--- src/rtl/core/sdra_pkg.sv ---
// shared types, constants and control program for the sort and ring area unit
`default_nettype none

package sdra_pkg;

    // field widths
    localparam int DIST_W = 15;
    localparam int AREA_W = 35;
    localparam int SUM_W  = 33;
    localparam int SQ_W   = 2 * DIST_W;

    // pi scale 3141592 / 1000000 as ceil(2^51 * 3.141592); the error stays
    // small enough that the integer bits of sum * RECIP give the exact floor
    // for every 33-bit sum
    localparam int RECIP_W  = 53;
    localparam int RECIP_SH = 51;
    localparam logic [RECIP_W-1:0] RECIP = 53'd7074236280275066;

    // product of sum and scale
    localparam int PROD_W = SUM_W + RECIP_W;
    localparam int LC_W   = 6;

    localparam int NUM_VALUES_DEF = 64;

    // datapath operations
    typedef enum logic [3:0] {
        OP_NOP,
        OP_WAIT,
        OP_ACC,
        OP_CMP,
        OP_PLACE,
        OP_MUL_INIT,
        OP_MUL_STEP,
        OP_OUT_INIT,
        OP_OUT
    } op_t;

    // jump conditions
    typedef enum logic [2:0] {
        C_NEVER,
        C_ALWAYS,
        C_POS_ZERO,
        C_SHIFT_MORE,
        C_NOT_FULL,
        C_LOOP,
        C_OUT_MORE
    } cond_t;

    typedef logic [3:0] step_t;

    localparam step_t ST_WAIT     = 4'd0;
    localparam step_t ST_ACC      = 4'd1;
    localparam step_t ST_CMP      = 4'd2;
    localparam step_t ST_PLACE    = 4'd3;
    localparam step_t ST_MUL_INIT = 4'd4;
    localparam step_t ST_MUL      = 4'd5;
    localparam step_t ST_OUT_INIT = 4'd6;
    localparam step_t ST_OUT      = 4'd7;
    localparam step_t ST_JUMP     = 4'd8;

    typedef struct packed {
        op_t   op;
        cond_t cond;
        step_t target;
    } ctrl_t;

    typedef struct packed {
        logic stall;
        logic pos_zero;
        logic shift_more;
        logic not_full;
        logic loop_more;
        logic out_more;
    } flags_t;

    // control store
    function automatic ctrl_t ucode(input step_t step);
        ctrl_t cw;
        unique case (step)
            ST_WAIT:     cw = '{OP_WAIT,     C_NEVER,      ST_ACC};
            ST_ACC:      cw = '{OP_ACC,      C_POS_ZERO,   ST_PLACE};
            ST_CMP:      cw = '{OP_CMP,      C_SHIFT_MORE, ST_CMP};
            ST_PLACE:    cw = '{OP_PLACE,    C_NOT_FULL,   ST_WAIT};
            ST_MUL_INIT: cw = '{OP_MUL_INIT, C_NEVER,      ST_MUL};
            ST_MUL:      cw = '{OP_MUL_STEP, C_LOOP,       ST_MUL};
            ST_OUT_INIT: cw = '{OP_OUT_INIT, C_NEVER,      ST_OUT};
            ST_OUT:      cw = '{OP_OUT,      C_OUT_MORE,   ST_OUT};
            ST_JUMP:     cw = '{OP_NOP,      C_ALWAYS,     ST_WAIT};
            default:     cw = '{OP_NOP,      C_ALWAYS,     ST_WAIT};
        endcase
        return cw;
    endfunction

endpackage

`default_nettype wire

--- src/rtl/core/sdra_seq.sv ---
// microcode sequencer: step counter, control store and jump logic
`default_nettype none

module sdra_seq (
    input  wire logic            aclk,
    input  wire logic            aresetn,
    input  wire sdra_pkg::flags_t flags,
    output sdra_pkg::ctrl_t      ctrl
);
    import sdra_pkg::*;

    step_t step_reg;
    step_t step_next;
    logic  jump;

    assign ctrl = ucode(step_reg);

    always_comb begin
        unique case (ctrl.cond)
            C_NEVER:      jump = 1'b0;
            C_ALWAYS:     jump = 1'b1;
            C_POS_ZERO:   jump = flags.pos_zero;
            C_SHIFT_MORE: jump = flags.shift_more;
            C_NOT_FULL:   jump = flags.not_full;
            C_LOOP:       jump = flags.loop_more;
            C_OUT_MORE:   jump = flags.out_more;
            default:      jump = 1'b0;
        endcase
    end

    always_comb begin
        priority if (flags.stall) begin
            step_next = step_reg;
        end else if (jump) begin
            step_next = ctrl.target;
        end else begin
            step_next = step_reg + step_t'(1);
        end
    end

    always_ff @(posedge aclk) begin
        if (!aresetn) begin
            step_reg <= ST_WAIT;
        end else begin
            step_reg <= step_next;
        end
    end

endmodule

`default_nettype wire

--- src/rtl/core/sdra_dp.sv ---
// datapath: value store, insertion shift, square sum, serial reciprocal multiply, result register
`default_nettype none

module sdra_dp #(
    parameter int NUM_VALUES = sdra_pkg::NUM_VALUES_DEF
) (
    input  wire logic                              aclk,
    input  wire logic                              aresetn,
    input  wire sdra_pkg::ctrl_t                   ctrl,
    output sdra_pkg::flags_t                       flags,
    input  wire logic                              s_valid,
    output logic                                   s_ready,
    input  wire logic signed [sdra_pkg::DIST_W-1:0] s_distance,
    output logic                                   m_valid,
    input  wire logic                              m_ready,
    output logic signed [sdra_pkg::DIST_W-1:0]     m_sorted_value,
    output logic [sdra_pkg::AREA_W-1:0]            m_ring_area,
    output logic                                   m_last_of_run
);
    import sdra_pkg::*;

    localparam int AW = (NUM_VALUES > 1) ? $clog2(NUM_VALUES) : 1;
    localparam logic [AW-1:0] LAST_IDX = AW'(NUM_VALUES - 1);

    // value store
    logic signed [DIST_W-1:0] mem [NUM_VALUES];
    logic signed [DIST_W-1:0] rd_data_reg;

    logic signed [DIST_W-1:0] key_reg;
    logic [SQ_W-1:0]          sq_reg;
    logic [AW-1:0]            pos_reg;
    logic [AW-1:0]            cnt_reg;
    logic [AW-1:0]            k_reg;
    logic [SUM_W-1:0]         sum_reg;
    logic [PROD_W-1:0]        acc_reg;
    logic [LC_W-1:0]          lc_reg;

    logic                     m_valid_reg;
    logic signed [DIST_W-1:0] m_sorted_value_reg;
    logic [AREA_W-1:0]        m_ring_area_reg;
    logic                     m_last_of_run_reg;

    logic                     in_xfer;
    logic                     out_busy;
    logic                     out_load;
    logic                     gt;
    logic signed [DIST_W:0]   d_ext;
    logic signed [DIST_W:0]   mag_full;
    logic [DIST_W-1:0]        mag;
    logic [SQ_W-1:0]          sq_next;
    logic [SUM_W:0]           sum_add;
    logic [SUM_W-1:0]         sum_next;
    logic [LC_W-1:0]          mul_bit;
    logic [SUM_W:0]           mul_hi;
    logic [PROD_W-1:0]        mul_next;

    logic                     rd_en;
    logic [AW-1:0]            rd_addr;
    logic                     wr_en;
    logic [AW-1:0]            wr_addr;
    logic signed [DIST_W-1:0] wr_data;

    assign s_ready  = (ctrl.op == OP_WAIT);
    assign in_xfer  = s_valid & s_ready;
    assign out_busy = m_valid_reg & ~m_ready;
    assign out_load = (ctrl.op == OP_OUT) & ~out_busy;
    assign gt       = rd_data_reg > key_reg;

    // magnitude and square of the incoming value
    assign d_ext    = {s_distance[DIST_W-1], s_distance};
    assign mag_full = d_ext[DIST_W] ? -d_ext : d_ext;
    assign mag      = mag_full[DIST_W-1:0];
    assign sq_next  = SQ_W'(mag) * SQ_W'(mag);

    // saturating square sum
    assign sum_add  = {1'b0, sum_reg} + (SUM_W + 1)'(sq_reg);
    assign sum_next = sum_add[SUM_W] ? {SUM_W{1'b1}} : sum_add[SUM_W-1:0];

    // shift-add multiply by the pi scale, lsb first, product shifts right
    assign mul_bit  = LC_W'(RECIP_W - 1) - lc_reg;
    assign mul_hi   = {1'b0, acc_reg[PROD_W-1:RECIP_W]}
                    + (RECIP[mul_bit] ? {1'b0, sum_reg} : (SUM_W + 1)'(0));
    assign mul_next = {mul_hi, acc_reg[RECIP_W-1:1]};

    // store port control
    always_comb begin
        rd_en   = 1'b0;
        rd_addr = pos_reg - AW'(1);
        wr_en   = 1'b0;
        wr_addr = pos_reg;
        wr_data = key_reg;
        unique case (ctrl.op)
            OP_ACC: begin
                rd_en = (pos_reg != '0);
            end
            OP_CMP: begin
                rd_en   = flags.shift_more;
                rd_addr = pos_reg - AW'(2);
                wr_en   = gt;
                wr_data = rd_data_reg;
            end
            OP_PLACE: begin
                wr_en = 1'b1;
            end
            OP_OUT_INIT: begin
                rd_en   = 1'b1;
                rd_addr = '0;
            end
            OP_OUT: begin
                rd_en   = out_load & flags.out_more;
                rd_addr = k_reg + AW'(1);
            end
            default: begin
            end
        endcase
    end

    always_comb begin
        flags.stall      = ((ctrl.op == OP_WAIT) & ~s_valid)
                         | ((ctrl.op == OP_OUT) & out_busy);
        flags.pos_zero   = (pos_reg == '0);
        flags.shift_more = gt & (pos_reg > AW'(1));
        flags.not_full   = (cnt_reg != LAST_IDX);
        flags.loop_more  = (lc_reg != '0);
        flags.out_more   = (k_reg != LAST_IDX);
    end

    always_ff @(posedge aclk) begin
        if (wr_en) begin
            mem[wr_addr] <= wr_data;
        end
        if (rd_en) begin
            rd_data_reg <= mem[rd_addr];
        end
    end

    // control registers
    always_ff @(posedge aclk) begin
        if (!aresetn) begin
            pos_reg     <= '0;
            cnt_reg     <= '0;
            k_reg       <= '0;
            sum_reg     <= '0;
            lc_reg      <= '0;
            m_valid_reg <= 1'b0;
        end else begin
            unique case (ctrl.op)
                OP_WAIT: begin
                    if (in_xfer) begin
                        pos_reg <= cnt_reg;
                    end
                end
                OP_ACC: begin
                    sum_reg <= sum_next;
                end
                OP_CMP: begin
                    if (gt) begin
                        pos_reg <= pos_reg - AW'(1);
                    end
                end
                OP_PLACE: begin
                    cnt_reg <= (cnt_reg == LAST_IDX) ? '0 : cnt_reg + AW'(1);
                end
                OP_MUL_INIT: begin
                    lc_reg <= LC_W'(RECIP_W - 1);
                end
                OP_MUL_STEP: begin
                    lc_reg <= lc_reg - LC_W'(1);
                end
                OP_OUT_INIT: begin
                    k_reg   <= '0;
                    sum_reg <= '0;
                end
                OP_OUT: begin
                    if (out_load) begin
                        k_reg <= k_reg + AW'(1);
                    end
                end
                default: begin
                end
            endcase

            if (out_load) begin
                m_valid_reg <= 1'b1;
            end else if (m_ready) begin
                m_valid_reg <= 1'b0;
            end
        end
    end

    // payload registers
    always_ff @(posedge aclk) begin
        if (in_xfer) begin
            key_reg <= s_distance;
            sq_reg  <= sq_next;
        end
        unique case (ctrl.op)
            OP_MUL_INIT: acc_reg <= '0;
            OP_MUL_STEP: acc_reg <= mul_next;
            default: begin
            end
        endcase
        if (out_load) begin
            m_sorted_value_reg <= rd_data_reg;
            m_last_of_run_reg  <= (k_reg == LAST_IDX);
            m_ring_area_reg    <= (k_reg == LAST_IDX) ? acc_reg[RECIP_SH +: AREA_W] : '0;
        end
    end

    assign m_valid        = m_valid_reg;
    assign m_sorted_value = m_sorted_value_reg;
    assign m_ring_area    = m_ring_area_reg;
    assign m_last_of_run  = m_last_of_run_reg;

    // results leave in ascending order within a run
    a_sorted_out: assert property (@(posedge aclk) disable iff (!aresetn)
        (out_load && (k_reg != '0)) |-> (m_sorted_value_reg <= rd_data_reg))
        else $error("sorted results out of order");

    // the shift never reads the entry it overwrites
    a_port_clash: assert property (@(posedge aclk) disable iff (!aresetn)
        (wr_en && rd_en) |-> (wr_addr != rd_addr))
        else $error("store read and write at the same entry");

    // a waiting result holds its payload
    a_out_hold: assert property (@(posedge aclk) disable iff (!aresetn)
        (m_valid_reg && !m_ready) |=> (m_valid_reg && $stable(m_sorted_value_reg)
            && $stable(m_ring_area_reg) && $stable(m_last_of_run_reg)))
        else $error("result changed while waiting");

    // square sum never falls while accumulating
    a_sum_grow: assert property (@(posedge aclk) disable iff (!aresetn)
        (ctrl.op == OP_ACC) |=> (sum_reg >= $past(sum_reg)))
        else $error("square sum decreased");

endmodule

`default_nettype wire

--- src/rtl/core/sort_distances_ring_area_unit.sv ---
// top level of the sort and ring area unit
`default_nettype none

// Collects NUM_VALUES signed 15-bit distances, one per input transfer, and keeps
// them in ascending order by inserting each new value into a one-port-read,
// one-port-write store as it arrives (equal values keep arrival order). No
// result leaves until the run is complete. Each value is accepted, its square
// added to the square sum, and then written in place; into a non-empty store
// a compare step first runs for each entry the insertion walk visits (every
// entry shifted up, and the entry that stops the walk if there is one). After
// the last value a serial shift-add multiplier scales the saturating 33-bit
// square sum by a 53-bit fixed-point form of 3141592 / 1000000 and keeps the
// integer bits, which is exactly the truncated ring area. A priming step reads
// the first store entry, then the NUM_VALUES sorted values are sent in order,
// one per cycle while the sink is ready, with the ring area and last_of_run
// set on the final transfer only (ring area reads zero on the others); a
// jump step then returns to loading. A new run may begin loading while the
// final result still waits in the output register. Control comes from a small
// microcode store stepped by a sequencer; the datapath has no other state
// machine. Reset clears counters and the square sum; the store needs no
// clearing because every entry of a run is written before it is read.

module sort_distances_ring_area_unit #(
    parameter int NUM_VALUES = sdra_pkg::NUM_VALUES_DEF
) (
    input  wire logic                              aclk,
    input  wire logic                              aresetn,
    // input channel
    input  wire logic                              s_valid,
    output logic                                   s_ready,
    input  wire logic signed [sdra_pkg::DIST_W-1:0] s_distance,
    // result channel
    output logic                                   m_valid,
    input  wire logic                              m_ready,
    output logic signed [sdra_pkg::DIST_W-1:0]     m_sorted_value,
    output logic [sdra_pkg::AREA_W-1:0]            m_ring_area,
    output logic                                   m_last_of_run
);
    import sdra_pkg::*;

    // control word for the current step and datapath status for jumps
    ctrl_t  ctrl;
    flags_t flags;

    sdra_seq u_seq (
        .aclk    (aclk),
        .aresetn (aresetn),
        .flags   (flags),
        .ctrl    (ctrl)
    );

    sdra_dp #(
        .NUM_VALUES (NUM_VALUES)
    ) u_dp (
        .aclk           (aclk),
        .aresetn        (aresetn),
        .ctrl           (ctrl),
        .flags          (flags),
        .s_valid        (s_valid),
        .s_ready        (s_ready),
        .s_distance     (s_distance),
        .m_valid        (m_valid),
        .m_ready        (m_ready),
        .m_sorted_value (m_sorted_value),
        .m_ring_area    (m_ring_area),
        .m_last_of_run  (m_last_of_run)
    );

endmodule

`default_nettype wire
--- config.mk ---
export PLATFORM = sky130hd
export DESIGN_NAME = sort_distances_ring_area_unit
export DESIGN_NICKNAME = d
export VERILOG_FILES = /design/src/rtl/core/sdra_pkg.sv /design/src/rtl/core/sdra_seq.sv /design/src/rtl/core/sdra_dp.sv /design/src/rtl/core/sort_distances_ring_area_unit.sv
export SDC_FILE = /design/constraint.sdc
export NUM_CORES = 2
export LEC_CHECK = 0
export ABC_AREA = 0
export BUFFER_PORTS_ARGS = -buffer_cell sky130_fd_sc_hd__buf_4
export CORE_UTILIZATION = 35
export CTS_CLUSTER_DIAMETER = 120
export DETAILED_ROUTE_END_ITERATION = 8
export PLACE_DENSITY_LB_ADDON = 0.08
export SYNTH_ARGS = -nofsm -noshare
export SYNTH_HDL_FRONTEND = slang
export SYNTH_HIERARCHICAL = 1
export SYNTH_SLANG_ARGS = --single-unit
--- constraint.sdc ---
create_clock -name aclk -period 25.1 [get_ports aclk]
set_input_delay 5.02 -clock aclk [delete_from_list [all_inputs] [get_ports aclk]]
set_output_delay 5.02 -clock aclk [all_outputs]
set_load 0.1 [all_outputs]
==> impl_results.md <==
* Run status: complete, but fails checks
* Failing checks: DRC
* Die width at 409 um
* Critical Path Start Type: primary input
* Top cell by count, worst path: fa_1
* Die Height at 409 um
* Maximum frequency from static timing analysis at 80.4 MHz
* Final weighted congestion in routability-driven placement at 0.815
* Number of hold buffers added after cts at 0
* Worst hold path type: flop to flop
* Number of instances in the synthesized netlist at 4076
* Final setup violation count at 0
* Aggregate negative setup slack at 0 ns
* Number of H-tree levels at 4
* CP required at 25.60 ns
* Number of antenna violations at the first check in global routing at 10
* Net total in the final layout at 4592
* Dpl hpwl at 95800 um
* Area enclosed by the die boundary at 168000 um^2
* Fraction of final layout cells with drive strength greater than 1 at 10.4%
* Mapped Avg Cell Area at 14.3 um^2
* Bufs on Longest Clock Path at 3
* Total global routing overflow at 0
* Pin count of the biggest net entering global routing at 89
* Initial standard-cell utilization of the core at 35.2%
* Count of buffers added by post-CTS timing repair for setup at 0
* Worst path arrival time at 12.94 ns
* Vias in the first global route at 33100
* Highest-delay cell along the critical path: xor2_1
* Category of the most critical setup path: primary input to flop
* Number of primary I/O pins at 72
* Clock slew at reported path FFs at 0.05 ns
* Ratio of final minimum period to clock period at 49.6%
* Number of nets with antenna violations after detailed routing at 0
* Wire length reported by the detailed router at 153000 um
* Slew Viols, Final at 0
* Later-pin clock latency in the skew report at 0.78 ns
* Routed length per placed instance at 23.3 um
* Slew HR at 23.6%
* Max reg flops at 960
* Area grow syn2layout at 13.7%
* Global-route total usage across every layer at 18.3%
* Actual slew at the worst max-slew pin at 1.14 ns
* CTS root buffer: clkbuf_16
* CORE AREA at 165000 um^2
* Number of warning messages in the yosys log at 6
* Post-cts resize count at 0
* Worst Setup End Kind: flop
* Routed via count divided by cell count at 5.01
* Detailed Route Iter0 Violations at 2206
* Count of max-cap constraint violations at 0
* Final period demand of the worst path at 12.44 ns
* Detailed-route via count at 32800
* Hold Violations, Final at 0
* Number of remaining DRC errors at 24
* CTS Buf Count at 139
* Clock tree from TritonCTS: done
* Clk_skew at 0.0336 ns
* Count of port buffers added during placement at 71
* First-pass GRT wire length at 224000 um
* Slowest Stage Delay on Critical Path at 0.72 ns
* CTS sink cnt at 1176
* Post-synthesis instance area at 58100 um^2
* Setup repair after global routing missed its margin: false
* Critical path peak fanout at 11
* Pre-Repair DR Iteration Count at 7
* Site row count at 149
[final timing paths]
check / endpoint / cells past startpoint / slack [ns] / start
worst min register to register: u_dp/sum_reg[4] / 1 / 0.48 / u_dp/sum_reg[4]
worst max-delay path: u_dp/sq_reg[29] / 28 / 12.66 / s_distance[0]
worst max register to register: u_dp/rd_data_reg[6] / 12 / 18.82 / u_seq/ctrl[7]
worst min-delay path: u_dp/sum_reg[4] / 1 / 0.48 / u_dp/sum_reg[4]
[layer usage]
layer / GRT usage, % / vias up / wire length, um
li1: - / 15500 / -
met1: 26.6 / 16500 / 74800
met2: 27.8 / 621 / 67800
met3: 3.47 / 157 / 7580
met4: 4.55 / 0 / 2770
met5: 0 / - / 0
[critical path: cells and delay by family]
| kind | cells | cell delay [ns] |
|---|---|---|
| and+or+nand+nor | 7 | 1.45 |
| adders and majority gates | 8 | 3.50 |
| AOI/OAI and AO/OA | 5 | 1.29 |
| xor gates and xnor gates | 2 | 0.85 |
| buffers and inverters | 6 | 0.83 |
[layout by cell type, fill, tap and decap left out, types with 12 or more instances in the layout]
master	n
edfxtp_1	1104
mux2i_1	955
inv_1	250
nor2_1	194
ha_1	187
buf_4	182
nand2_1	167
clkbuf_16	142
fa_1	137
a21oi_1	135
and2_1	82
dfxtp_1	72
o21ai_0	71
xnor2_1	58
a21o_1	52
xor2_1	47
clkinv_1	34
clkbuf_1	32
a211oi_1	32
nor3_1	29
nand3_1	27
clkinv_2	21
nor2b_1	21
o21a_1	20
a31oi_1	20
nor3_2	18
nand2b_1	17
o21ai_4	17
or3_1	13
o211ai_1	13
and3_1	12
nor2_2	12
[per-stage QoR]
stage	cells	instance area (um^2)	hold WS, ns	util, %	setup slack [ns]
finish	6549	66100	0.481	40.1	12.66
global route	6546	66100	0.506	40.1	12.05
CTS	6546	66100	0.487	40.1	12.73
detailed placement	6297	61700	0.474	37.4	11.91
global placement	6297	61700	0.480	37.4	12.01
floorplan	4083	58100	0.426	-	12.87
[layout make-up]
cell class	count	area (um^2)
clock buffer	175	3690
multi-input combinational	2488	22000
timing repair buffer	183	1390
clock inverter	74	678
sequential	1176	34600
antenna	3	7.51
tap	2189	2740
fill	15400	98900
inverter	261	980
Power is left out: the tool's default activity adds up to more than one toggle a clock period on the data nets, which glitch-free logic cannot reach.
